`src/design/trr_ram.sv`:
```
// Generic single-write, single-read RAM with registered read data.
`default_nettype none
module trr_ram #(
    parameter int WIDTH = 8,
    parameter int DEPTH = 64
) (
    input  wire logic                     clk,
    input  wire logic                     we,
    input  wire logic [$clog2(DEPTH)-1:0] waddr,
    input  wire logic [WIDTH-1:0]         wdata,
    input  wire logic [$clog2(DEPTH)-1:0] raddr,
    output logic      [WIDTH-1:0]         rdata
);
    logic [WIDTH-1:0] mem [DEPTH];

    always_ff @(posedge clk)
    begin
        if (we)
        begin
            mem[waddr] <= wdata;
        end
        rdata <= mem[raddr];
    end
endmodule
`default_nettype wire

```
`config.mk`:
```
export PLATFORM = sky130hd
export DESIGN_NAME = trr_ram
export DESIGN_NICKNAME = d
export VERILOG_FILES = /design/src/design/trr_ram.sv
export SDC_FILE = /design/constraint.sdc
export NUM_CORES = 1
export LEC_CHECK = 0
export ABC_CLOCK_PERIOD_IN_PS = 3400
export BUFFER_PORTS_ARGS = -buffer_cell sky130_fd_sc_hd__buf_4
export CORE_UTILIZATION = 62
export DETAILED_ROUTE_END_ITERATION = 16
export PLACE_DENSITY_LB_ADDON = 0.3
export SYNTH_ARGS = -nofsm -noshare
export SYNTH_HDL_FRONTEND = slang
export SYNTH_SLANG_ARGS = --single-unit
```
`constraint.sdc`:
```
create_clock -name clk -period 3.4 [get_ports clk]
set_input_delay 1.02 -clock clk [delete_from_list [all_inputs] [get_ports clk]]
set_output_delay 1.02 -clock clk [all_outputs]
set_load 0.005 [all_outputs]
```
### Word-level counts from Yosys, hierarchy flattened

Memories as Yosys holds them, arrays and structs flattened. A register that Yosys moved wholly into a read port is not among the register bits.
Index checks and enable logic that the tools add are counted.

| word-level totals | value |
|---|---|
| bits in registers | 0 |
| input port bits | 22 |
| word-level logic and storage cells | 3 |
| RAM bits | 512 |
| memories kept | 1 |

| operators by class | value |
|---|---|
| muxes and demuxes | 2 |

Memory list:

| name | words | bits a word | read ports | clocked after Yosys merged registers in | wr ports | line | text |
|---|---|---|---|---|---|---|---|
| mem | 64 | 8 | 1 | 1 | 1 | 14 | `logic [WIDTH-1:0] mem [DEPTH];` |

Operators by type and width:

| operator | number |
|---|---|
| $mux 1 | 2 |

### Logic depth before layout (Yosys ltp)

Gate-level depths: netlist of the first run.

| depth | value |
|---|---|
| word-level depth | 2 |
| gate-level depth with buffers | 9 |
| mapped depth without buffers | 5 |

### Worst setup path before layout of the first run

Ideal clock, no wire load.

| path | value |
|---|---|
| path type | in2reg |
| start | input port raddr[1] |
| end | register rdata[3] (read register of mem) |
| cell stages on the path | 7 |
| arrival | 2.560 ns |
| slack | 0.712 ns |
| required time | 3.272 ns |
| cells stage by stage | buf_4 > buf_2 > buf_2 > mux4_2 > mux4_2 > o21ai_1 > o41ai_1 |

RTL lines:

| item | line | text |
|---|---|---|
| from (decl) | 11 | `input wire logic [$clog2(DEPTH)-1:0] raddr,` |
| to (decl) | 12 | `output logic [WIDTH-1:0] rdata` |

==> flow_summary.ini, run 1 <==
[detailed_routing]
drtIter0Drc = 1560
routedWlPerCell_um = 28.4
wl_um = 43700
highest_layer = met4
met1Wirelength_um = 16700
via_per_inst = 6.46
dr.pass1.iters = 5
drc = 0
wl_met2_um = 21300
wl_met3_um = 4260
drtAntennaViolNets = 0
routed-via-count = 9964

[worst_setup_path]
path_cells = clkbuf_8 -> buf_12 -> mux4_2 -> nor2b_1 -> a2111oi_0 -> o41ai_1
path_max_fanout = 24
cp-start-kind = input pin
path_buf_inv = 2
critPathKind = input pin to flip-flop
cp_data_arrival_time_ns = 3.38
cp_data_required_time_ns = 3.81
cpPeakStageDelay_ns = 0.94
critPathTopFamily = compound AO/OA/AOI/OAI gates
crit_slowest_cell = a2111oi_0
setup.worst_path.end_class = flip-flop

[cells_and_area]
syn2layout_area_growth_pct = 14.9
drive_gt1_share_pct = 31.0
fin_nets = 1087
fillCellCount = 1742
fin_util_pct = 72.8
multi_input_area_um2 = 4320
register_area_um2 = 15500
final_area_um2 = 23200

[cts]
cts.path.max_buffers = 3
cts_tree = built
numCtsBuffers = 50
htreeDepth = 2
clk_pin_slew_ns = 0.06
cts.hold.buffers_added = 0
post-cts-setup-buffers = 0
clkLatencyLatePin_ns = 0.56
cts_resized = 0
numClockSinks = 520
cts-root-buf = clkbuf_16

[power_and_ir_drop]
power.leakage_uw = 0.00747
ir_drop_mv = 0.531
powerDensity_nw_per_um2 = 585
total_power_uw = 13500

[sta]
drv_slew = 0
fin_crit_ns = 2.97
skew_ns = 0.0144
rsz0062_at_grt = no
fmax_mhz = 337
setup_violations = 0
hold_viol_final = 0
min_period_over_period_pct = 87.3
slew_headroom_pct = 26.5
tightestPinTransition_ns = 1.08

[global_routing]
track_usage_pct = 27.6
antenna_found_initial = 1
grt_overflow = 0
grt_first_pass_wirelength_um = 65600
grt_max_degree = 65
grt_pass1_vias = 10300

[floorplanning]
start_util_pct = 63.4
rows = 65
die_h_um = 182
chipWidth_um = 182
die-area_um2 = 33300
core_um2 = 31800
num_io_pins = 30

[job]
drv_cap = 0

[status]
status = completed

[placement]
place_area_um2 = 21400
routabilityCongestion = 0.822
port_buffers = 29
dpl.hpwl_um = 25700

[hold_path]
hp-class = input pin to flip-flop

[synthesis]
synth_area_um2 = 20200
syn_inst = 940
ys_types = 40
yosys.area.top_type = edfxtp_1
yosysWarnings = 0
netlist.area_leader.share_pct = 76.2
synth_area_leaders = edfxtp_1 76%, mux4_2 14%, nor2_1 1.5%, mux2i_1 1.1%, dfxtp_1 0.79%
synth_seq_cells = 520
syn-num-nets = 962
avgSynthCellArea_um2 = 21.5
yosysSeqAreaShare_pct = 77.0
[synthesized netlist by cell type]
cell and number:
edfxtp_1 512, mux4_2 126, nor2_1 83, mux2i_1 23, nand2_1 19, clkbuf_1 17, nor2b_1 14, buf_4 13
mux2_2 13, nand3_1 13, buf_2 11, dfxtp_1 8, o221ai_1 8, o22ai_1 8, nand2b_1 7, nor3_1 7
a221oi_1 6, a211oi_1 4, buf_1 4, buf_6 4, a21oi_1 3, a22oi_1 3, nand3b_1 3, o2111ai_1 3
o2bb2ai_1 3, a2111oi_0 2, buf_12 2, nand4_1 2, nor4_1 2, o21a_1 2, o21ai_0 2, o21ai_1 2
o221a_2 2, o32ai_1 2, o41ai_1 2, a31oi_1 1, and2_1 1, nand4b_1 1, o311ai_1 1, or3_1 1
[worst min-delay path, cell delays in order]
cell,delay (ns)
buf_4,0.19
nand2_1,0.09
o2bb2ai_1,0.05
[routing by layer]
layer | global-route usage [%] | up-vias
met5 | 0 | -
met4 | 9.95 | 0
met3 | 5.47 | 81
met2 | 43.6 | 560
met1 | 39.1 | 5149
li1 | - | 4174
[power breakdown]
group	switching [µW]	internal [µW]	leakage [µW]
registers	23.0	7090	0.00467
logic	404	275	0.00195
clock network	2300	3450	0.000842
total	2720	10800	0.00747
[state kept, by name (all words and copies together) (netlist names)]
register and count:
mem 512, rdata 8
[path summary, 6_finish.rpt]
| check | startpoint | end | slack, ns | cells after the start |
|---|---|---|---|---|
| max | raddr[0] | rdata[5] | 0.43 | 6 |
| min | raddr[5] | rdata[2] | 0.85 | 3 |
| max reg2reg | mem[29][6] | rdata[6] | 1.15 | 5 |
| min reg2reg | mem[23][0] | rdata[0] | 0.86 | 4 |
[placed cells by master, fill, tap and decap left out, types with 4 or more instances in the layout]
cell type	instances
a211oi_1	4
dfxtp_1	8
nand2b_1	7
nor2b_1	14
mux2i_1	23
buf_12	8
nand3_1	13
mux4_2	126
clkbuf_16	53
clkinv_2	10
bufinv_16	7
nor2_1	83
edfxtp_1	512
clkbuf_1	6
clkinv_1	9
nor3_1	7
o221ai_1	8
mux2_2	13
clkinvlp_4	4
o22ai_1	8
clkbuf_8	5
buf_4	115
a221oi_1	6
nand2_1	19
[logic make-up after synthesis]
group	Yosys count	share of synthesized area [%]
DFF	520	77.0
muxes	162	15.9
and+or+nand+nor	153	3.39
AOI/OAI and AO/OA	54	2.07
buffers and inverters	51	1.57
[per-stage QoR]
stage / setup TNS (ns) / setup WS (ns) / hold slack [ns] / instances
floorplan: 0 / 0.712 / 0.718 / 940
global placement: 0 / 0.00867 / 0.832 / 1448
detailed placement: -0.0000386 / -0.0000386 / 0.818 / 1448
CTS: 0 / 0.537 / 0.813 / 1541
global route: 0 / 0.367 / 0.825 / 1541
finish: 0 / 0.430 / 0.847 / 1542
[final cells by class]
type	instances	area share, %
clock buffers	63	6.06
multi-input cells	369	18.6
flip-flops and latches	520	67.1
well taps	435	2.35
clock inverters	30	1.40
diodes	1	0.0108
repair buffers	124	4.48
(Power assumes the default switching activity.)
==> run 2: changes to the inputs <==
- ABC_AREA: unset -> 1
- CORE_UTILIZATION: 62 -> 63
- SLEW_MARGIN: unset -> 20
==> flow_summary.ini, run 2 <==
[worst_setup_path]
reg2reg_from = mem[59][3]
cpPeakStageDelay_ns = 0.79
critPathKind = input pin to flip-flop
path_buf_inv = 1
cp_data_arrival_time_ns = 2.54
reg2regPathDepth = 8
cp-start-kind = input pin
crit_slowest_cell = nor2_1
rrSetupSlack_ns = 2.05
r2r-end = rdata[3]
path_max_fanout = 9
critPathTopFamily = simple AND/OR/NAND/NOR gates
setup.worst_path.end_class = flip-flop
path_cells = buf_4 -> nand4_1 -> nor2_1
cp_data_required_time_ns = 3.58

[synthesis]
netlist.area_leader.share_pct = 72.0
synth_area_leaders = edfxtp_1 72%, nand2_1 11%, nand3_1 10%, buf_6 1.8%, nor2_1 0.99%
syn_inst = 1805
ys.flop_type = edfxtp_1
synth_most_common_cell = nand2_1
synthTopCellsByCount = 648 x nand2_1, 512 x edfxtp_1, 439 x nand3_1
synth_seq_cells = 520
synth_area_um2 = 21300
yosysSeqAreaShare_pct = 72.8
synth_edf_count = 512
ys_types = 16
yosys.area.top_type = edfxtp_1
yosysWarnings = 0
syn-num-nets = 1827
avgSynthCellArea_um2 = 11.8
async_flop_share_pct = 0

[power_and_ir_drop]
power.leakage_uw = 0.00855
powerDensity_nw_per_um2 = 559
ir_drop_mv = 0.383

[hold_path]
hold_path_startpoint = mem[12][4]
hold_depth = 8
min_to = rdata[4]
hp-class = flip-flop to flip-flop

[detailed_routing]
routed-via-count = 13900
drc = 0
routedWlPerCell_um = 21.4
drtIter0Drc = 1768
via_per_inst = 5.95
wl_um = 49800
drtAntennaViolNets = 0
dr.pass1.iters = 6

[sta]
setup_violations = 0
final.setup.tns_ns = 0
rsz0062_at_grt = no
drv_slew = 0
skew_ns = 0.0162
fmax_mhz = 423
hold_viol_final = 0
layout_setup_ws_ns = 1.04
tightestPinTransition_ns = 0.901
slew_headroom_pct = 39.9
fin_crit_ns = 2.36
min_period_over_period_pct = 69.5

[cells_and_area]
final_cells = 2329
largest_reg_flops = 512
final_common_cell = nand2_1
antennaDiodeCount = 0
fin_nets = 1867
largestRegisters = mem x512, rdata x8
final_area_um2 = 23500
final_cell_mix = 648 x nand2_1, 512 x edfxtp_1, 439 x nand3_1
drive_gt1_share_pct = 8.98
syn2layout_area_growth_pct = 10.0
largest-register = mem

[placement]
dp_slack_ns = 0.520
routabilityCongestion = 0.869
port_buffers = 29
dpl.hpwl_um = 28100
dp_cells = 2242
place_area_um2 = 22000

[cts]
clkLatencyLatePin_ns = 0.55
numClockSinks = 520
clk_pin_slew_ns = 0.06
post-cts-setup-buffers = 0
cts.hold.buffers_added = 0
htreeDepth = 2
cts_tree = built
cts-root-buf = clkbuf_16
numCtsBuffers = 49
cts.path.max_buffers = 3
cts_resized = 0

[floorplanning]
core_um2 = 33400
die-area_um2 = 34600
num_io_pins = 30
die_h_um = 186
rows = 67
chipWidth_um = 186
start_util_pct = 63.8

[global_routing]
grt_max_degree = 172
grt_overflow = 0
grt_pass1_vias = 13100
antenna_found_initial = 0
track_usage_pct = 29.6
grt_first_pass_wirelength_um = 74900

[job]
drv_cap = 0

[status]
status = completed
[run 2: changes by cell type after synthesis, moves of 10 or more]
cell,previous run,this run
nor2b_1,14,0
nor2_1,83,56
mux4_2,126,0
mux2i_1,23,0
nand3_1,13,439
buf_2,11,37
mux2_2,13,0
nand2_1,19,648
inv_1,0,10
buf_6,4,35
[run 2: kinds of logic after synthesis]
logic type / count (synthesis) / share of synthesized area, %
flops: 520 / 72.8
buf+inv: 125 / 4.02
simple gates: 1160 / 23.2
[run 2: layout make-up]
cell class,count,area [µm²]
inverter,12,52.6
fill,2254,9970
multi-input combinational,1160,4950
clock buffer,68,1350
tap,448,561
timing repair buffer,102,882
sequential,520,15500
clock inverter,19,159
[run 2: through the flow]
| stage | hold WS [ns] | total power [µW] | util [%] |
|---|---|---|---|
| finish | 0.822 | 13100 | 70.2 |
| global route | 0.829 | 13500 | 70.2 |
| CTS | 0.819 | 13100 | 70.2 |
| detailed placement | 0.806 | 8060 | 65.7 |
| global placement | 0.788 | 8040 | 65.7 |
| floorplan | 0.722 | 7740 | - |
[run 2: worst reg2reg max path, stage by stage (launching register included)]
cell and delay (ns):
edfxtp_1 0.38, nand2_1 0.08, nand3_1 0.09, nand3_1 0.16, nand2_1 0.08, nand2_1 0.06, nand3_1 0.16, nand3_1 0.17
nand2_1 0.07
[run 2: power by group]
| group | total (µW) | switching, µW | internal (µW) |
|---|---|---|---|
| Clock | 5180 | 2200 | 2980 |
| Sequential | 7120 | 20.9 | 7100 |
| Combinational | 822 | 602 | 220 |
[run 2: how the worst max path moves through the flow]
stage                     cells after the start      from    endpoint  slack, ns
after floorplan                               3        we  mem[48][0]       0.61
final                                         3  waddr[0]  mem[31][5]       1.04
after global placement                        3  waddr[0]  mem[31][5]       0.48
after global routing                          3  waddr[0]  mem[31][2]       0.97
after detailed placement                      3  waddr[0]   mem[7][2]       0.52
after CTS                                     3  waddr[0]   mem[7][4]       1.09
[run 2: per-layer routing]
metal | global-route usage, % | share of wire [%] | up-vias
met2 | 47.8 | 48 | 697
met3 | 5.15 | 9.6 | 119
li1 | - | - | 6427
met5 | 0 | 0 | -
met4 | 11.0 | 3.3 | 0
met1 | 40.6 | 39 | 6621
