`config.mk`:
```
export PLATFORM = sky130hd
export DESIGN_NAME = trr_front_flat
export DESIGN_NICKNAME = d
export VERILOG_FILES = /design/src/design/trr_pkg.sv /design/src/design/trr_if.sv /design/src/design/trr_front.sv /design/src/flat_wrapper.sv
export SDC_FILE = /design/constraint.sdc
export NUM_CORES = 1
export LEC_CHECK = 0
export ABC_AREA = 1
export BUFFER_PORTS_ARGS = -buffer_cell sky130_fd_sc_hd__buf_4
export CAP_MARGIN = 20
export CELL_PAD_IN_SITES_DETAIL_PLACEMENT = 1
export CELL_PAD_IN_SITES_GLOBAL_PLACEMENT = 1
export CORE_ASPECT_RATIO = 1.25
export CORE_MARGIN = 2
export CORE_UTILIZATION = 24
export CTS_CLUSTER_DIAMETER = 150
export DETAILED_ROUTE_END_ITERATION = 8
export HOLD_SLACK_MARGIN = 0.15
export PLACE_DENSITY_LB_ADDON = 0.08
export SLEW_MARGIN = 10
export SYNTH_ARGS = -nofsm -noshare
export SYNTH_HDL_FRONTEND = slang
export SYNTH_SLANG_ARGS = --single-unit
```
`constraint.sdc`:
```
create_clock -name clk -period 1.55 [get_ports clk]
set_input_delay 0.155 -clock clk [delete_from_list [all_inputs] [get_ports clk]]
set_output_delay 0.155 -clock clk [all_outputs]
set_load 0.02 [all_outputs]
```
`src/design/trr_pkg.sv`:
```
// Shared constants and types for the tolerant rank block.
`default_nettype none
package trr_pkg;
    localparam int MAX_CELLS = 64;
    localparam int IDX_W     = $clog2(MAX_CELLS);
    localparam int CNT_W     = $clog2(MAX_CELLS + 1);
    localparam int VAL_W     = 32;
    localparam int KEY_W     = 16;
    localparam int TOL_W     = 31;
    localparam int RANK_W    = 7;

    typedef struct packed {
        logic [CNT_W-1:0] n;
        logic             dropped;
    } job_t;
endpackage
`default_nettype wire

```
`src/design/trr_if.sv`:
```
// Valid/ready channel interfaces for input items and result beats.
`default_nettype none
interface trr_in_if;
    logic                           valid;
    logic                           ready;
    logic signed [trr_pkg::VAL_W-1:0] value;
    logic [trr_pkg::KEY_W-1:0]      tie_key;
    logic                           last_cell;
    modport source (output valid, value, tie_key, last_cell, input ready);
    modport sink   (input valid, value, tie_key, last_cell, output ready);
endinterface

`default_nettype wire

```
`src/design/trr_front.sv`:
```
// Front end: loads items into the stores and hands a finished set to the back end.
`default_nettype none
module trr_front (
    input  wire logic                        clk,
    input  wire logic                        rst_n,
    trr_in_if.sink                           in_ch,
    input  wire logic                        back_busy,
    input  wire logic                        job_pop,
    output logic                             job_valid,
    output trr_pkg::job_t                    job,
    output logic                             st_we,
    output logic [trr_pkg::IDX_W-1:0]        st_addr,
    output logic [trr_pkg::VAL_W-1:0]        st_value,
    output logic [trr_pkg::KEY_W-1:0]        st_key
);
    logic [trr_pkg::CNT_W-1:0] cnt_reg, cnt_next;
    logic                      drop_reg, drop_next;
    logic                      jv_reg, jv_next;
    trr_pkg::job_t             job_reg, job_next;
    logic                      acc, room;

    // one-entry job queue; the stores are single-set, so loading waits for the back end
    assign in_ch.ready = !jv_reg && !back_busy;
    assign acc         = in_ch.valid && in_ch.ready;
    assign room        = cnt_reg < trr_pkg::CNT_W'(trr_pkg::MAX_CELLS);

    assign st_we    = acc && room;
    assign st_addr  = cnt_reg[trr_pkg::IDX_W-1:0];
    assign st_value = in_ch.value;
    assign st_key   = in_ch.tie_key;
    assign job_valid = jv_reg;
    assign job       = job_reg;

    always_comb
    begin
        cnt_next  = cnt_reg;
        drop_next = drop_reg;
        jv_next   = jv_reg && !job_pop;
        job_next  = job_reg;
        if (acc)
        begin
            if (room)
            begin
                cnt_next = cnt_reg + 1'b1;
            end
            else
            begin
                drop_next = 1'b1;
            end
            if (in_ch.last_cell)
            begin
                jv_next          = 1'b1;
                job_next.n       = cnt_next;
                job_next.dropped = drop_next;
                cnt_next         = '0;
                drop_next        = 1'b0;
            end
        end
    end

    always_ff @(posedge clk or negedge rst_n)
    begin
        if (!rst_n)
        begin
            cnt_reg  <= '0;
            drop_reg <= 1'b0;
            jv_reg   <= 1'b0;
        end
        else
        begin
            cnt_reg  <= cnt_next;
            drop_reg <= drop_next;
            jv_reg   <= jv_next;
        end
    end

    always_ff @(posedge clk)
    begin
        job_reg <= job_next;
    end
endmodule
`default_nettype wire

```
`src/flat_wrapper.sv`:
```
// flat-port wrapper written by rule: the top's interface ports become plain ports
module trr_front_flat 
  (clk, rst_n, back_busy, job_pop, job_valid, job, st_we, st_addr, st_value, st_key, in_ch_valid, in_ch_value, in_ch_tie_key, in_ch_last_cell, in_ch_ready);
  trr_in_if in_ch_i ();
  input  wire logic clk;
  input  wire logic rst_n;
  input  wire logic back_busy;
  input  wire logic job_pop;
  output logic job_valid;
  output trr_pkg::job_t job;
  output logic st_we;
  output logic [trr_pkg::IDX_W-1:0] st_addr;
  output logic [trr_pkg::VAL_W-1:0] st_value;
  output logic [trr_pkg::KEY_W-1:0] st_key;
  input wire logic [$bits(in_ch_i.valid)-1:0] in_ch_valid;
  input wire logic [$bits(in_ch_i.value)-1:0] in_ch_value;
  input wire logic [$bits(in_ch_i.tie_key)-1:0] in_ch_tie_key;
  input wire logic [$bits(in_ch_i.last_cell)-1:0] in_ch_last_cell;
  output wire logic [$bits(in_ch_i.ready)-1:0] in_ch_ready;
  assign in_ch_i.valid = in_ch_valid;
  assign in_ch_i.value = in_ch_value;
  assign in_ch_i.tie_key = in_ch_tie_key;
  assign in_ch_i.last_cell = in_ch_last_cell;
  assign in_ch_ready = in_ch_i.ready;
  trr_front u_core (.clk(clk), .rst_n(rst_n), .in_ch(in_ch_i), .back_busy(back_busy), .job_pop(job_pop), .job_valid(job_valid), .job(job), .st_we(st_we), .st_addr(st_addr), .st_value(st_value), .st_key(st_key));
endmodule
```
-- Word-level counts from Yosys, hierarchy flattened
Index checks and enable logic that the tools add are counted.
- bits of input ports: 54
- logic and storage cells: 21
- output and inout bits: 65
- register bits after elaboration: 17
- add/sub/neg operators: 1
- mux-type cells: 6
- magnitude comparators: 1
- reductions and logical operators: 8
- operator list (cell ; number):
    $mux W7 ; 2
    $add A7 B1 Y7 const B ; 1
    $lt A7 B7 Y1 const B ; 1
    $logic_and A1 B1 Y1 ; 4
    $mux W1 ; 4
    $logic_not A1 Y1 ; 3
    $reduce_and A2 Y1 ; 1

-- Logic depth before layout (Yosys ltp)
- word-level depth: 4
- mapped depth: 8
- mapped depth without buffers: 8

-- Least setup slack after synthesis
No wires, ideal clock.
- path kind: reg2reg
- start: register u_core.jv_reg (netlist: u_core.job_valid)
- end: register u_core.job_reg, in the netlist u_core.job[0] (enable)
- clock period less this slack: 1.572 ns
- setup time: 0.371 ns
- required time: 1.179 ns
- path buffers: 0
- cell stages (with the launch flop): 4
- data arrival time: 1.201 ns
- slack: -0.022 ns
- path through: dfrtp_1 nor2_4 nand2_4 nor2_1
- cells in the longest elaborated chain, start to end: 4
- RTL lines (item ; line ; source):
    start, declared ; trr_front.sv:18 ; logic jv_reg, jv_next;
    start signal, assigned ; trr_front.sv:73 ; jv_reg <= jv_next;
    $logic_not A1 Y1 ; trr_front.sv:23 ; assign in_ch.ready = !jv_reg && !back_busy;
    $logic_and A1 B1 Y1 ; trr_front.sv:23 ;
    via in_ch_ready ; flat_wrapper.sv:19 ; output wire logic [$bits(in_ch_i.ready)-1:0] in_ch_ready;
    $logic_and A1 B1 Y1 ; trr_front.sv:24 ; assign acc = in_ch.valid && in_ch.ready;
    $reduce_and A2 Y1 (no line) ; -- ;
    end signal, assigned ; trr_front.sv:79 ; job_reg <= job_next;
    end, declared ; trr_front.sv:19 ; trr_pkg::job_t job_reg, job_next;
The timed path passes the listed nets, and every way through them passes these cells.
A chain may end at the register's enable or synchronous reset.

-- Worst setup path in the final report
- start: register u_core.cnt_reg[0] (netlist bit)
- end: register u_core.job_reg, in the netlist u_core.job[7] (data pin)
- cells in the longest elaborated chain, start to end: 2
- elaborated cells between the ends (all ways): 3
- classes of those cells: add/sub (1); order compare (1); mux (1)
- RTL lines (item ; line ; source):
    start, declared ; trr_front.sv:16 ; logic [trr_pkg::CNT_W-1:0] cnt_reg, cnt_next;
    start signal, assigned ; trr_front.sv:71 ; cnt_reg <= cnt_next;
    $add A7 B1 Y7 or $lt A7 B7 Y1 (tied branches) ; trr_front.sv:44, trr_front.sv:25 ;
    $mux W7 (*) ; trr_front.sv:42 ; if (room)
Every way passes the cells marked *; elsewhere a longest branch is shown, timed or not.

==> reports/results.ini <==
[detailed_routing]
post_drt_wl_per_cell_um=15.5
vias=739
drt_iter0_drc=3
viasPerCell=4.20
ant_nets=0
drc_errors=0
wl_um=2720
firstDrtPassIters=4

[power]
leakagePower_nw=0.552
p_int_mw=0.785
p_seq_share_pct=48.2
power_mw=1.12
p_per_area_mw_per_mm2=984
p_comb_share_pct=21.5
sw_frac_of_total_pct=29.7
clock_power_share_pct=30.3
ir_drop_mv=0.193
p_switching_mw=0.332

[clock_network]
clk_latency_ps=250
cts-root-buf=clkbuf_8
clock_path_buffers=2
clk_pin_slew_worst_paths_ps=70
hold_buffers=2
cts_setup_buffers=0
ctsHtreeMaxLevel=1
cts_resized=0
cts_tree=built
clock-sinks=17
numCtsBuffers=3

[status]
status=complete, no violations

[critical_path]
path_buf_inv=1
cp_slowest_cell=dfrtp_1
startpoint_type=flop
critPathCaptureType=flop
crit_path_max_incr_delay_ps=430
crit_chain=ha_1, nand2_1, nor2_1, a21oi_1, inv_1
cp_top_family=flip-flops
crit_fanout=4
arrival_ps=1370
path_class=reg2reg
critPathRequiredTime_ps=1550

[timing]
period_share_pct=88.0
report.final.setup_viol=0
worstMarginPinSlew_ps=389
report.final.hold_viol_count=0
rsz0062_at_grt=no
setup-tns-final_ps=0
min_period_ps=1360
worst_clock_skew_ps=5.51
fmax_mhz=733
drv_slew=0
max_slew_margin_pct=74.1

[placement]
placed_cell_area_mm2=0.00107
io_buffer_count=22
globalplace.congestion=0.720
hpwl_um=2080

[layout]
num_antenna_cells=0
drive_gt1_share_pct=34.2
syn_to_final_growth_pct=-8.01
fin_nets=170
largest_register_ffs=8
design_area_mm2=0.00113

[grt]
grt_usage_pct=10.2
overflow=0
grt_max_degree=11
grt_pass1_wl_um=4300
antenna_found_initial=0
grt_pass1_vias=833

[floorplanning]
die_w_um=68.1
io_pins=119
initial_core_util_pct=24.6
rows=29
fp.dieArea_mm2=0.00573
die_h_um=84.2
core_mm2=0.00501

[logic_synthesis]
synth_cell_type_count=22
netlist_area_mm2=0.00123
synth_area_per_cell_um2=8.81
synth_area_leaders=buf_4 (33%), edfxtp_1 (19%), dfrtp_1 (18%)
syn_nets=195
yosys.area.top_type=buf_4
ys_ff_latch=17
synth_top_area_share_pct=32.9
ys_seq_area_share_pct=37.7
yosysWarningCount=0
synthCells=140

[hold_path]
hp-class=in2reg

[job]
cap_violations=0

-- cells in the mapped netlist --
library cell,n
inv_1,16
buf_6,1
o21ai_1,2
nand3_1,2
a21oi_1,1
o21ai_0,1
nor2_4,2
ha_1,1
o22ai_1,4
nand2_4,2
inv_2,1
nand2_2,2
nor2_2,1
edfxtp_1,8
nor2_1,5
buf_4,54
dfrtp_1,9
nand2_1,23
a21oi_2,2
inv_4,1
nand3b_1,1
nor2_8,1
-- final timing paths --
check	endpoint	slack, ps	startpoint	cells past startpoint
max in group asynchronous	u_core.cnt_reg[6]$_DFFE_PN0P_	1130	rst_n	2
max reg2reg	u_core.job[7]$_DFFE_PP_	190	u_core.cnt_reg[0]$_DFFE_PN0P_	5
min reg2reg	u_core.drop_reg$_DFFE_PN0P_	550	u_core.drop_reg$_DFFE_PN0P_	2
max	u_core.job[7]$_DFFE_PP_	190	u_core.cnt_reg[0]$_DFFE_PN0P_	5
min in group asynchronous	u_core.cnt_reg[0]$_DFFE_PN0P_	270	rst_n	2
min	u_core.cnt_reg[4]$_DFFE_PN0P_	200	in_ch_last_cell	4
-- final cells by class --
type | instances | area (µm²)
clock buffer | 4 | 45.0
fill | 601 | 3870
inverter | 18 | 70.1
multi-input combinational | 50 | 284
sequential | 17 | 465
tap | 62 | 77.6
timing repair buffer | 25 | 193
-- logic make-up after synthesis --
logic type	Yosys count	synth area share, %
buffers and inverters	73	39.5
DFF	17	37.7
AOI/OAI and AO/OA	10	5.07
and+or+nand+nor	39	16.7
adders and majority gates	1	1.01
-- power groups by stage --
stage | logic, mW | clock network (mW) | registers [mW]
finish | 0.240 | 0.338 | 0.538
global route | 0.268 | 0.375 | 0.543
CTS | 0.245 | 0.353 | 0.540
detailed placement | 0.240 | 0 | 0.550
floorplan | 0.334 | 0 | 0.555
global placement | 0.241 | 0 | 0.547
-- worst register-to-register path: cells and delay by family (launching register included) --
family                   cells  cell delay [ps]
AND/OR/NAND/NOR              2              160
AO/OA/AOI/OAI                1              210
adder cells (fa/ha/maj)      1              240
flip-flops                   1              430
buffers and inverters        1               60
-- stage by stage --
stage	instances	util, %	hold WS [ps]	setup WS (ps)
2_1_floorplan	140	-	-141	132
3_3_place_gp	170	21.4	3.01	236
3_5_place_dp	170	21.4	0.789	168
4_1_cts	176	22.7	202	168
5_1_grt	176	22.7	211	109
6_report	176	22.7	204	185
-- routing by layer --
| layer | global-route usage, % | up-vias | share of wire [%] |
|---|---|---|---|
| li1 | - | 325 | - |
| met1 | 10.2 | 341 | 35 |
| met2 | 16.2 | 49 | 50 |
| met3 | 4.56 | 24 | 11 |
| met4 | 7.45 | 0 | 4.7 |
| met5 | 0 | - | 0 |
-- cells in the final DEF, fill, tap and decap left out --
master	synthesis	routed
inv_2	1	1
dfrtp_1	9	9
edfxtp_1	8	8
o21ai_1	2	2
nor2_1	5	4
inv_1	16	16
nor2_2	1	2
o22ai_1	4	4
nand2_2	2	2
nor2_8	1	1
clkbuf_8	0	3
nor2_4	2	2
o21ai_0	1	1
buf_4	54	23
ha_1	1	1
nand3b_1	1	1
nand2_1	23	23
clkbuf_1	0	1
nand3_1	2	2
nand2_4	2	2
a21oi_1	1	1
inv_4	1	1
dlygate4sd3_1	0	2
a21oi_2	2	2
No activity file was read; power rests on OpenSTA's default activity.
