`config.mk`:
```
export PLATFORM = sky130hd
export DESIGN_NAME = trr_back_flat
export DESIGN_NICKNAME = d
export VERILOG_FILES = /design/src/design/trr_pkg.sv /design/src/design/trr_if.sv /design/src/design/trr_ram.sv /design/src/design/trr_back.sv /design/src/flat_wrapper.sv
export SDC_FILE = /design/constraint.sdc
export NUM_CORES = 2
export LEC_CHECK = 0
export BUFFER_PORTS_ARGS = -buffer_cell sky130_fd_sc_hd__buf_2
export CORE_MARGIN = 4
export CORE_UTILIZATION = 40
export DETAILED_ROUTE_END_ITERATION = 7
export PLACE_DENSITY = 0.57
export SLEW_MARGIN = 20
export SYNTH_ARGS = -nofsm -noshare
export SYNTH_HDL_FRONTEND = slang
export SYNTH_SLANG_ARGS = --single-unit
export TNS_END_PERCENT = 100
```
`constraint.sdc`:
```
create_clock -name clk -period 7.7 [get_ports clk]
set_input_delay 1.155 -clock clk [delete_from_list [all_inputs] [get_ports clk]]
set_output_delay 1.155 -clock clk [all_outputs]
set_load 0.02 [all_outputs]
```
`src/design/trr_pkg.sv`:
```
// Shared constants and types for the tolerant rank block.
`default_nettype none
package trr_pkg;
    localparam int MAX_CELLS = 64;
    localparam int IDX_W     = $clog2(MAX_CELLS);
    localparam int CNT_W     = $clog2(MAX_CELLS + 1);
    localparam int VAL_W     = 32;
    localparam int KEY_W     = 16;
    localparam int TOL_W     = 31;
    localparam int RANK_W    = 7;

    typedef struct packed {
        logic [CNT_W-1:0] n;
        logic             dropped;
    } job_t;
endpackage
`default_nettype wire

```
`src/design/trr_if.sv`:
```
// Valid/ready channel interfaces for input items and result beats.
`default_nettype none


interface trr_out_if;
    logic                            valid;
    logic                            ready;
    logic [trr_pkg::IDX_W-1:0]       cell_index;
    logic [trr_pkg::RANK_W-1:0]      rank;
    logic                            overflow;
    logic                            last_rank;
    modport source (output valid, cell_index, rank, overflow, last_rank, input ready);
    modport sink   (input valid, cell_index, rank, overflow, last_rank, output ready);
endinterface
`default_nettype wire

```
`src/design/trr_ram.sv`:
```
// Generic single-write, single-read RAM with registered read data.
`default_nettype none
module trr_ram #(
    parameter int WIDTH = 8,
    parameter int DEPTH = 64
) (
    input  wire logic                     clk,
    input  wire logic                     we,
    input  wire logic [$clog2(DEPTH)-1:0] waddr,
    input  wire logic [WIDTH-1:0]         wdata,
    input  wire logic [$clog2(DEPTH)-1:0] raddr,
    output logic      [WIDTH-1:0]         rdata
);
    logic [WIDTH-1:0] mem [DEPTH];

    always_ff @(posedge clk)
    begin
        if (we)
        begin
            mem[waddr] <= wdata;
        end
        rdata <= mem[raddr];
    end
endmodule
`default_nettype wire

```
`src/design/trr_back.sv`:
```
// Back end: two counting sorts and the tolerance walk, then emits ranks in arrival order.
`default_nettype none
module trr_back (
    input  wire logic                        clk,
    input  wire logic                        rst_n,
    input  wire logic [trr_pkg::TOL_W-1:0]   tolerance,
    input  wire logic                        job_valid,
    input  wire trr_pkg::job_t               job,
    output logic                             job_pop,
    output logic                             busy,
    output logic [trr_pkg::IDX_W-1:0]        val_raddr,
    input  wire logic [trr_pkg::VAL_W-1:0]   val_rdata,
    output logic [trr_pkg::IDX_W-1:0]        key_raddr,
    input  wire logic [trr_pkg::KEY_W-1:0]   key_rdata,
    trr_out_if.source                        out_ch
);
    localparam int IW = trr_pkg::IDX_W;
    localparam int VW = trr_pkg::VAL_W;

    typedef enum logic [9:0] {
        S_IDLE = 10'b0000000001,
        S_LDI  = 10'b0000000010,
        S_CAP  = 10'b0000000100,
        S_SWP  = 10'b0000001000,
        S_DRN  = 10'b0000010000,
        S_FIN  = 10'b0000100000,
        S_ERO  = 10'b0001000000,
        S_ERV  = 10'b0010000000,
        S_EWR  = 10'b0100000000,
        S_EMIT = 10'b1000000000
    } state_t;

    state_t                  st_reg, st_next;
    logic                    pass2_reg, pass2_next;
    logic [trr_pkg::CNT_W-1:0] n_reg, n_next;
    logic                    drop_reg, drop_next;
    logic [IW-1:0]           i_reg, i_next, j_reg, j_next, cnt_reg, cnt_next;
    logic                    cmpv_reg;
    logic [IW-1:0]           cmpj_reg;
    logic signed [VW-1:0]    vi_reg, vi_next, base_reg, base_next;
    logic [trr_pkg::KEY_W-1:0] ki_reg, ki_next;
    logic [IW-1:0]           eidx_reg, eidx_next;

    logic                    ov_reg, ov_next, ol_reg, ol_next;
    logic [IW-1:0]           oi_reg, oi_next;
    logic [trr_pkg::RANK_W-1:0] or_reg, or_next;
    logic                    oo_reg, oo_next;

    logic [IW-1:0]           ord_rdata, adj_raddr;
    logic [VW-1:0]           adj_rdata, adj_wdata;
    logic                    ord_we, adj_we, last_i, last_j, less, in_tol;
    logic signed [VW-1:0]    cur_v;
    logic signed [VW:0]      diff;

    trr_ram #(.WIDTH(IW), .DEPTH(trr_pkg::MAX_CELLS)) u_ord (
        .clk(clk), .we(ord_we), .waddr(cnt_reg), .wdata(i_reg),
        .raddr(i_reg), .rdata(ord_rdata));

    trr_ram #(.WIDTH(VW), .DEPTH(trr_pkg::MAX_CELLS)) u_adj (
        .clk(clk), .we(adj_we), .waddr(eidx_reg), .wdata(adj_wdata),
        .raddr(adj_raddr), .rdata(adj_rdata));

    assign last_i    = {1'b0, i_reg} == n_reg - 1'b1;
    assign last_j    = {1'b0, j_reg} == n_reg - 1'b1;
    assign adj_raddr = (st_reg == S_LDI) ? i_reg : j_reg;
    assign key_raddr = adj_raddr;
    assign val_raddr = (st_reg == S_ERV) ? ord_rdata : adj_raddr;
    assign busy      = (st_reg != S_IDLE);
    assign job_pop   = (st_reg == S_IDLE) && job_valid;

    assign cur_v = pass2_reg ? $signed(adj_rdata) : $signed(val_rdata);

    // (value, arrival) order in pass 1; (adjusted value, key, arrival) in pass 2
    always_comb
    begin
        if (cur_v != vi_reg)
        begin
            less = cur_v < vi_reg;
        end
        else if (pass2_reg && (key_rdata != ki_reg))
        begin
            less = key_rdata < ki_reg;
        end
        else
        begin
            less = cmpj_reg < i_reg;
        end
    end

    assign diff   = {val_rdata[VW-1], val_rdata} - {base_reg[VW-1], base_reg};
    assign in_tol = diff <= $signed({2'b00, tolerance});
    assign ord_we = (st_reg == S_FIN) && !pass2_reg;
    assign adj_we = (st_reg == S_EWR);
    assign adj_wdata = ((i_reg != '0) && in_tol) ? base_reg : val_rdata;

    always_comb
    begin
        st_next    = st_reg;
        pass2_next = pass2_reg;
        n_next     = n_reg;
        drop_next  = drop_reg;
        i_next     = i_reg;
        j_next     = j_reg;
        cnt_next   = cnt_reg;
        vi_next    = vi_reg;
        ki_next    = ki_reg;
        base_next  = base_reg;
        eidx_next  = eidx_reg;
        ov_next    = ov_reg && !out_ch.ready;
        oi_next    = oi_reg;
        or_next    = or_reg;
        oo_next    = oo_reg;
        ol_next    = ol_reg;
        if (cmpv_reg && less)
        begin
            cnt_next = cnt_reg + 1'b1;
        end
        unique case (st_reg)
            S_IDLE:
            begin
                if (job_valid)
                begin
                    n_next     = job.n;
                    drop_next  = job.dropped;
                    pass2_next = 1'b0;
                    i_next     = '0;
                    st_next    = S_LDI;
                end
            end
            S_LDI:
            begin
                st_next = S_CAP;
            end
            S_CAP:
            begin
                vi_next  = cur_v;
                ki_next  = key_rdata;
                j_next   = '0;
                cnt_next = '0;
                st_next  = S_SWP;
            end
            S_SWP:
            begin
                j_next = j_reg + 1'b1;
                if (last_j)
                begin
                    st_next = S_DRN;
                end
            end
            S_DRN:
            begin
                st_next = pass2_reg ? S_EMIT : S_FIN;
            end
            S_FIN:
            begin
                i_next = i_reg + 1'b1;
                if (last_i)
                begin
                    i_next  = '0;
                    st_next = S_ERO;
                end
                else
                begin
                    st_next = S_LDI;
                end
            end
            S_ERO:
            begin
                st_next = S_ERV;
            end
            S_ERV:
            begin
                eidx_next = ord_rdata;
                st_next   = S_EWR;
            end
            S_EWR:
            begin
                if ((i_reg == '0) || !in_tol)
                begin
                    base_next = $signed(val_rdata);
                end
                i_next = i_reg + 1'b1;
                if (last_i)
                begin
                    i_next     = '0;
                    pass2_next = 1'b1;
                    st_next    = S_LDI;
                end
                else
                begin
                    st_next = S_ERO;
                end
            end
            S_EMIT:
            begin
                if (!ov_reg || out_ch.ready)
                begin
                    ov_next = 1'b1;
                    oi_next = i_reg;
                    or_next = {1'b0, cnt_reg} + 1'b1;
                    oo_next = drop_reg;
                    ol_next = last_i;
                    i_next  = i_reg + 1'b1;
                    st_next = last_i ? S_IDLE : S_LDI;
                end
            end
            default:
            begin
                st_next = S_IDLE;
            end
        endcase
    end

    always_ff @(posedge clk or negedge rst_n)
    begin
        if (!rst_n)
        begin
            st_reg   <= S_IDLE;
            cmpv_reg <= 1'b0;
            ov_reg   <= 1'b0;
        end
        else
        begin
            st_reg   <= st_next;
            cmpv_reg <= (st_reg == S_SWP);
            ov_reg   <= ov_next;
        end
    end

    always_ff @(posedge clk)
    begin
        pass2_reg <= pass2_next;
        n_reg     <= n_next;
        drop_reg  <= drop_next;
        i_reg     <= i_next;
        j_reg     <= j_next;
        cnt_reg   <= cnt_next;
        cmpj_reg  <= j_reg;
        vi_reg    <= vi_next;
        ki_reg    <= ki_next;
        base_reg  <= base_next;
        eidx_reg  <= eidx_next;
        oi_reg    <= oi_next;
        or_reg    <= or_next;
        oo_reg    <= oo_next;
        ol_reg    <= ol_next;
    end

    assign out_ch.valid      = ov_reg;
    assign out_ch.cell_index = oi_reg;
    assign out_ch.rank       = or_reg;
    assign out_ch.overflow   = oo_reg;
    assign out_ch.last_rank  = ol_reg;
endmodule
`default_nettype wire

```
`src/flat_wrapper.sv`:
```
// flat-port wrapper written by rule: the top's interface ports become plain ports
module trr_back_flat 
  (clk, rst_n, tolerance, job_valid, job, job_pop, busy, val_raddr, val_rdata, key_raddr, key_rdata, out_ch_valid, out_ch_cell_index, out_ch_rank, out_ch_overflow, out_ch_last_rank, out_ch_ready);
  trr_out_if out_ch_i ();
  input  wire logic clk;
  input  wire logic rst_n;
  input  wire logic [trr_pkg::TOL_W-1:0] tolerance;
  input  wire logic job_valid;
  input  wire trr_pkg::job_t job;
  output logic job_pop;
  output logic busy;
  output logic [trr_pkg::IDX_W-1:0] val_raddr;
  input  wire logic [trr_pkg::VAL_W-1:0] val_rdata;
  output logic [trr_pkg::IDX_W-1:0] key_raddr;
  input  wire logic [trr_pkg::KEY_W-1:0] key_rdata;
  output wire logic [$bits(out_ch_i.valid)-1:0] out_ch_valid;
  output wire logic [$bits(out_ch_i.cell_index)-1:0] out_ch_cell_index;
  output wire logic [$bits(out_ch_i.rank)-1:0] out_ch_rank;
  output wire logic [$bits(out_ch_i.overflow)-1:0] out_ch_overflow;
  output wire logic [$bits(out_ch_i.last_rank)-1:0] out_ch_last_rank;
  input wire logic [$bits(out_ch_i.ready)-1:0] out_ch_ready;
  assign out_ch_valid = out_ch_i.valid;
  assign out_ch_cell_index = out_ch_i.cell_index;
  assign out_ch_rank = out_ch_i.rank;
  assign out_ch_overflow = out_ch_i.overflow;
  assign out_ch_last_rank = out_ch_i.last_rank;
  assign out_ch_i.ready = out_ch_ready;
  trr_back u_core (.clk(clk), .rst_n(rst_n), .tolerance(tolerance), .job_valid(job_valid), .job(job), .job_pop(job_pop), .busy(busy), .val_raddr(val_raddr), .val_rdata(val_rdata), .key_raddr(key_raddr), .key_rdata(key_rdata), .out_ch(out_ch_i));
endmodule
```
# Word level (Yosys, flattened, before mapping)
# Memories as Yosys holds them, arrays and structs flattened. A register that Yosys moved wholly into a read port is not among the register bits.
# Index checks and enable logic that the tools add are counted.
totals:
  latch_bits: 0
  wordCells: 101
  reg_bits: 146
  out_inout_bits: 30
  romBits: 0
  memories: 2
  ram_bits: 2432
classes:
  n_div: 0
  n_eq_ne: 19
  n_mul: 0
  reduce_logical: 24
  magnitude_cmp: 4
  bitwise: 0
  add_sub_neg: 6
  shifts: 0
  mux: 28
memory_table:
  columns: ["memory", "depth", "word_bits", "rd", "rd_clocked_by_memory_dff", "write_ports", "line_no", "rtl"]
  rows:
  - ["u_core.u_adj.mem", 64, 32, 1, 1, 1, "trr_ram.sv:14", "logic [WIDTH-1:0] mem [DEPTH];"]
  - ["u_core.u_ord.mem", 64, 6, 1, 1, 1, "trr_ram.sv:14", null]
ops:
  columns: ["cell", "count"]
  rows:
  - ["one-hot mux 10 bit (10 select lines)", 1]
  - ["2-to-1 mux 32 bit", 2]
  - ["2-to-1 mux 10 bit", 4]
  - ["<= comparator 33 x 32 -> 1 bit", 1]
  - ["subtractor 32 x 32 -> 33 bit", 1]
  - ["< comparator 32 bit", 1]
  - ["inequality test 32 bit", 1]
  - ["2-to-1 mux 6 bit", 5]
  - ["adder 6 x 1 -> 6 bit (second input constant)", 3]
  - ["one-hot mux 6 bit (3 select lines)", 1]
  - ["< comparator 16 bit", 1]
  - ["inequality test 16 bit", 1]
  - ["equality test 6 x 7 -> 1 bit", 2]
  - ["2-to-1 mux 7 bit", 2]
  - ["one-hot mux 6 bit (2 select lines)", 1]
  - ["equality test 10 x 1 -> 1 bit (second input constant)", 1]
  - ["equality test 10 bit (second input constant)", 1]
  - ["equality test 10 x 2 -> 1 bit (second input constant)", 1]
  - ["equality test 10 x 3 -> 1 bit (second input constant)", 1]
  - ["equality test 10 x 4 -> 1 bit (second input constant)", 1]
  - ["equality test 10 x 5 -> 1 bit (second input constant)", 1]
  - ["equality test 10 x 6 -> 1 bit (second input constant)", 1]
  - ["equality test 10 x 7 -> 1 bit (second input constant)", 1]
  - ["equality test 10 x 8 -> 1 bit (second input constant)", 1]
  - ["other kinds (20)", 45]

# Logic depth before layout (Yosys ltp)
depth:
  ltp_word: 5
  ltp_mapped: 23
  depth_no_buf: 22

# Modules after synthesis
# A second synthesis with hierarchy kept.
unflattened:
  hier_cells: 5030
  area_unflattened_um2: 103927.2
by_module_without_submodules:
  columns: ["module", "n_inst", "area_per_inst_um2", "seq_area_each_um2", "cells_each"]
  rows:
  - ["trr_ram at u_core.u_adj", 1, 78515.3, 62139.6, 3324]
  - ["trr_ram at u_core.u_ord", 1, 15225.9, 11651.2, 720]
  - ["trr_back", 1, 10186.0, 4205.3, 986]

# Worst setup path before layout
# No wires, ideal clock.
synth_path:
  kind: "input to register"
  start: "input val_rdata[0] (netlist name)"
  end: "memory u_core.u_adj.mem[0][10] (netlist name) (data pin)"
  setup_slack_ns: -0.736
  n_path_buf: 1
  path_stages: 22
  setup_time_ns: 0.730
  arrival_ns: 7.706
  cell_sequence: "inv_1 -> ha_1 -> fa_1 -> nand2b_1 -> a21oi_1 -> o41ai_1 -> o21ai_0 -> a211oi_1 -> o21ai_0 -> a21o_1 -> a21oi_1 -> xnor2_1 -> ha_1 -> o21a_1 -> a21oi_1 -> o221ai_1 -> nor3_1 -> nor3_1 -> a31o_2 -> a2bb2oi_2 -> buf_2 -> o32ai_1"
synth_between:
  elab_chain_len: 4
synth_lines:
  columns: ["item", "line_no", "rtl"]
  rows:
  - ["from (decl)", "flat_wrapper.sv:13", "input wire logic [trr_pkg::VAL_W-1:0] val_rdata;"]
  - ["subtractor 32 x 32 -> 33 bit", "trr_back.sv:90", "assign diff = {val_rdata[VW-1], val_rdata} - {base_reg[VW-1], base_reg};"]
  - ["<= comparator 33 x 32 -> 1 bit", "trr_back.sv:91", "assign in_tol = diff <= $signed({2'b00, tolerance});"]
  - ["logical AND 1 bit", "trr_back.sv:94", "assign adj_wdata = ((i_reg != '0) && in_tol) ? base_reg : val_rdata;"]
  - ["2-to-1 mux 32 bit", "trr_back.sv:94", null]
  - ["named net u_core.adj_wdata[10]", "trr_back.sv:50", "logic [VW-1:0] adj_rdata, adj_wdata;"]
  - ["to (decl)", "trr_ram.sv:14", null]
# The timed path passes the listed nets, and every way through them passes these cells.

# Final worst setup path
layout_path:
  start: "register u_core.base_reg[1]"
  end: "memory u_core.u_adj.mem[29][28] (netlist name) (data pin)"
layout_between:
  elab_chain_len: 4
layout_lines:
  columns: ["item", "line_no", "rtl"]
  rows:
  - ["from (decl)", "trr_back.sv:40", "logic signed [VW-1:0] vi_reg, vi_next, base_reg, base_next;"]
  - ["from (signal assigned)", "trr_back.sv:241", "base_reg <= base_next;"]
  - ["subtractor 32 x 32 -> 33 bit", "trr_back.sv:90", null]
  - ["<= comparator 33 x 32 -> 1 bit", "trr_back.sv:91", null]
  - ["logical AND 1 bit", "trr_back.sv:94", null]
  - ["2-to-1 mux 32 bit", "trr_back.sv:94", null]
  - ["named net u_core.adj_wdata[28]", "trr_back.sv:50", null]
# The timed path passes the listed nets, and every way through them passes these cells.

==> impl_results.md <==
* WP data arrival at between 7 and 8 ns
* Synth Instances at between 5000 and 6000
* Starting Density at roughly 40%
* Worst Path Max Fanout at 64
* Final wirelength at 285 mm
* Post-route cell area at between 0.1 and 0.15 mm^2
* Synth Register Bits at roughly 2600
* Largest family of logic cells by synthesized area: multiplexers
* Min-delay worst type: input pin to async pin
* Commonest non-fill, non-tap cells in the layout: edfxtp_1, mux4_2, nand2_1, clkbuf_16, inv_1
* Avg WL per Cell at approximately 31 um
* Headroom to the max-slew limit at between 10% and 20%
* Most common flop cell mapped by yosys: edfxtp_1
* First-pass detailed-route iteration total at 5
* R2R Path Start: u_core.base_reg[1]
* Final min period at between 6 and 7 ns
* Final ANT Viol Nets at 0
* Die area at 0.266 mm^2
* Worst skew pair latency at 0.93 ns
* Port Buffer Count at 120
* FF/Latch Area at around 0.078 mm^2
* Worst setup EP type: register
* Max_cap viols at 0
* Layout cell share with drive strength beyond 1 at 24.8%
* Worst setup margin at about 1.2 ns
* # setup viols final at 0
* Placed Cells at roughly 8700
* Post-Synth XOR/XNOR Area at 0.483%
* Area delta synth->final at 14.6%
* CP required at 8.26 ns
* Adder-cell share of the synthesized area at roughly 1.5%
* Final slew viol count at 0
* IO Count at between 100 and 150
* Unrepaired setup endpoints after global routing: no
* Clk buf depth at 4
* Post-route setup TNS at 0 ns
* Final Hold Fails at 0
* Via density at around 5.9
* Critical Path Source Type: register
* Die Y at between 500 and 600 um
* Post-DP HPWL at 157 mm
* Cells along the critical path: inv_1 > ha_1 > nor2b_1 > o31a_1 > o21ai_0 > a211o_1 > nand3_1 > a2111oi_0 > o21bai_1 > a21oi_1 > xnor2_1 > ha_1 > o21a_1 > a21oi_1 > o221ai_1 > nor3_1 > nor3_1 > a31o_2 > a2bb2oi_4 > buf_12 > o32ai_4 > buf_4
* CTS Sinks at between 2000 and 3000
* Post-synth cell types at 79
* Cts repair resizes at 0
* Final std cells w/o fill at between 9000 and 10000
* Crit Path Class: register to register
* Critical path's slowest cell: a2111oi_0
* Post-synth EDFFs at around 2600
* Initial antenna violation count at 22
* CTS Buf Count at around 280
* Post-CTS Setup Repair Bufs at 0
* Final layout net count at 5808
* CTS H-tree depth at 5
* Status: finished clean
* Fillcell total at approximately 22000
* Worst path max stage delay at roughly 0.62 ns
* Pwr Density at roughly 300 mW/mm^2
* Leakage at about 38 nW
* Placed Area at ~0.11 mm^2
* GR Util All Layers at a little over a fifth
* Largest net degree at the start of global routing at 165
* Core area at 0.257 mm^2
* Mapped Nets at roughly 5500
* Vias at around 54000
* Avg Synthesized Cell Area at between 15 and 20 um^2
* Global-route wire length before repair at a little over 400 mm
* Vias in the first global route at 53500
* Multi-input gate area at approximately 0.025 mm^2
* Total power at between 30 and 40 mW
* Seq/Total Area, Yosys at approximately 76%
* Register name with the most flops: u_core.u_adj.mem
* R2R Setup Slk at about 1.2 ns
* Maximum VDD drop at 0.256 mV
* Row count at approximately 190
* CTS root buf: clkbuf_16
* Multiplexer share of the synthesized area at between 10 and 15%
* Commonest non-fill, non-tap cell in the layout: edfxtp_1
* Iter 0 DRT Violations at roughly 6500
* Hold-fix buffers, CTS at 0
* Synth Area in Simple Gates at approximately 5.0%
* Synth Area in Compound Gates at under 10%
* Total gr overflow at 0
* Clock-pin transition on the worst setup and hold timing paths at around 0.06 ns
* Fmax at approximately 150 MHz
* Asr flop ratio synth at less than 1%
* Ys Warns at 0
* Top Registers: u_core.u_adj.mem: 2048 flops, u_core.u_ord.mem: 384 flops
* Pin slew with the least headroom to its limit at between 1 and 1.5 ns
* Reg2reg path depth at 22
* Die width at around 520 um
* DRC at 0
* Max reg flops at 2048
* Final period utilization at 84.0%
* DP Worst Slack at between 0.2 and 0.3 ns
* TritonCTS clock tree: yes
* R2R Path End: u_core.u_adj.mem[29][28]
* Skew final at about 0.078 ns
* Syn Std Cell Area at a little over 0.1 mm^2
* GP Congestion at ~0.86
-- cell families after synthesis --
family	Yosys count
AO/OA/AOI/OAI	280
XOR/XNOR	57
adder cells (fa/ha/maj)	122
buffers and inverters	382
flip-flops	2616
multiplexers	671
AND/OR/NAND/NOR	1130
-- cells in the mapped netlist (all sizes together) (5+ instances only) --
| library cell | number | area [um^2] |
|---|---|---|
| or4 | 9 | 67.6 |
| dfxtp | 50 | 1000 |
| nor2b | 40 | 250 |
| a21oi | 97 | 500 |
| nand2b | 6 | 37.5 |
| nand4b | 28 | 245 |
| a21o | 30 | 225 |
| nor2 | 211 | 792 |
| a22oi | 7 | 52.6 |
| nor4 | 8 | 65.1 |
| xor2 | 17 | 149 |
| nor3 | 23 | 115 |
| or3 | 35 | 219 |
| and3 | 14 | 87.6 |
| a221oi | 8 | 70.1 |
| buf | 143 | 753 |
| ha | 121 | 1510 |
| nand4 | 106 | 669 |
| a31oi | 11 | 68.8 |
| mux2i | 15 | 166 |
| o21bai | 5 | 37.5 |
| nand2 | 559 | 2100 |
| dfrtp | 11 | 275 |
| mux4 | 623 | 14000 |
| mux2 | 33 | 372 |
| o32ai | 31 | 272 |
| nand3b | 10 | 75.1 |
| or2 | 5 | 31.3 |
| clkbuf | 90 | 338 |
| inv | 147 | 554 |
| xnor2 | 40 | 350 |
| or3b | 5 | 43.8 |
| a211oi | 15 | 113 |
| and2 | 7 | 43.8 |
| edfxtp | 2554 | 76700 |
| nand3 | 53 | 265 |
| o21ai | 44 | 220 |
-- stage by stage --
stage / utilization [%] / hold WS, ns
global placement: 42.8 / 0.403
floorplan: - / 0.346
finish: 46.1 / 0.114
global route: 46.1 / 0.0916
CTS: 46.0 / 0.0533
detailed placement: 42.8 / 0.417
-- area by class of cell --
class / instances / area share, %
antenna: 17 / 0.0359
clock buffer: 355 / 6.34
clock inverter: 118 / 0.767
inverter: 149 / 0.486
multi-input combinational: 2260 / 21.0
sequential: 2616 / 65.9
tap: 3384 / 3.58
timing repair buffer: 284 / 1.92
-- routing by layer --
layer	up-vias	track usage [%]	share of wire, %
li1	21900	-	-
met1	29100	30.7	42
met2	2333	33.3	47
met3	393	4.30	8.3
met4	10	5.19	2.2
met5	-	0	0.024
-- worst max-delay path, delay by kind of cell, from the launching register on --
| kind | cells | cell delay (ns) |
|---|---|---|
| AO/OA/AOI/OAI | 12 | 3.18 |
| XOR/XNOR | 1 | 0.15 |
| adder cells (fa/ha/maj) | 2 | 0.53 |
| buffers and inverters | 3 | 1.03 |
| flip-flops | 1 | 0.42 |
| AND/OR/NAND/NOR | 4 | 0.74 |
-- where the power goes --
group	total [mW]	switching, mW	internal, mW	leakage, nW
Combinational	6.13	3.79	2.33	10.2
Clock	12.6	5.31	7.30	4.11
Sequential	16.9	0.169	16.7	23.6
Total	35.6	9.27	26.4	38.0
-- worst max-delay path by stage --
stage | cells past startpoint | from | slack [ns] | to
CTS | 22 | u_core.base_reg[1] | 1.02 | u_core.u_adj.mem[62][4]
detailed placement | 22 | val_rdata[14] | 0.29 | u_core.u_adj.mem[45][4]
floorplan | 22 | val_rdata[0] | -0.74 | u_core.u_adj.mem[0][10]
global route | 22 | u_core.base_reg[16] | 0.73 | u_core.u_adj.mem[34][30]
finish | 22 | u_core.base_reg[1] | 1.23 | u_core.u_adj.mem[29][28]
global placement | 23 | val_rdata[16] | 0.34 | u_core.u_adj.mem[45][4]
Note: power is estimated with default switching activity, not from simulation.
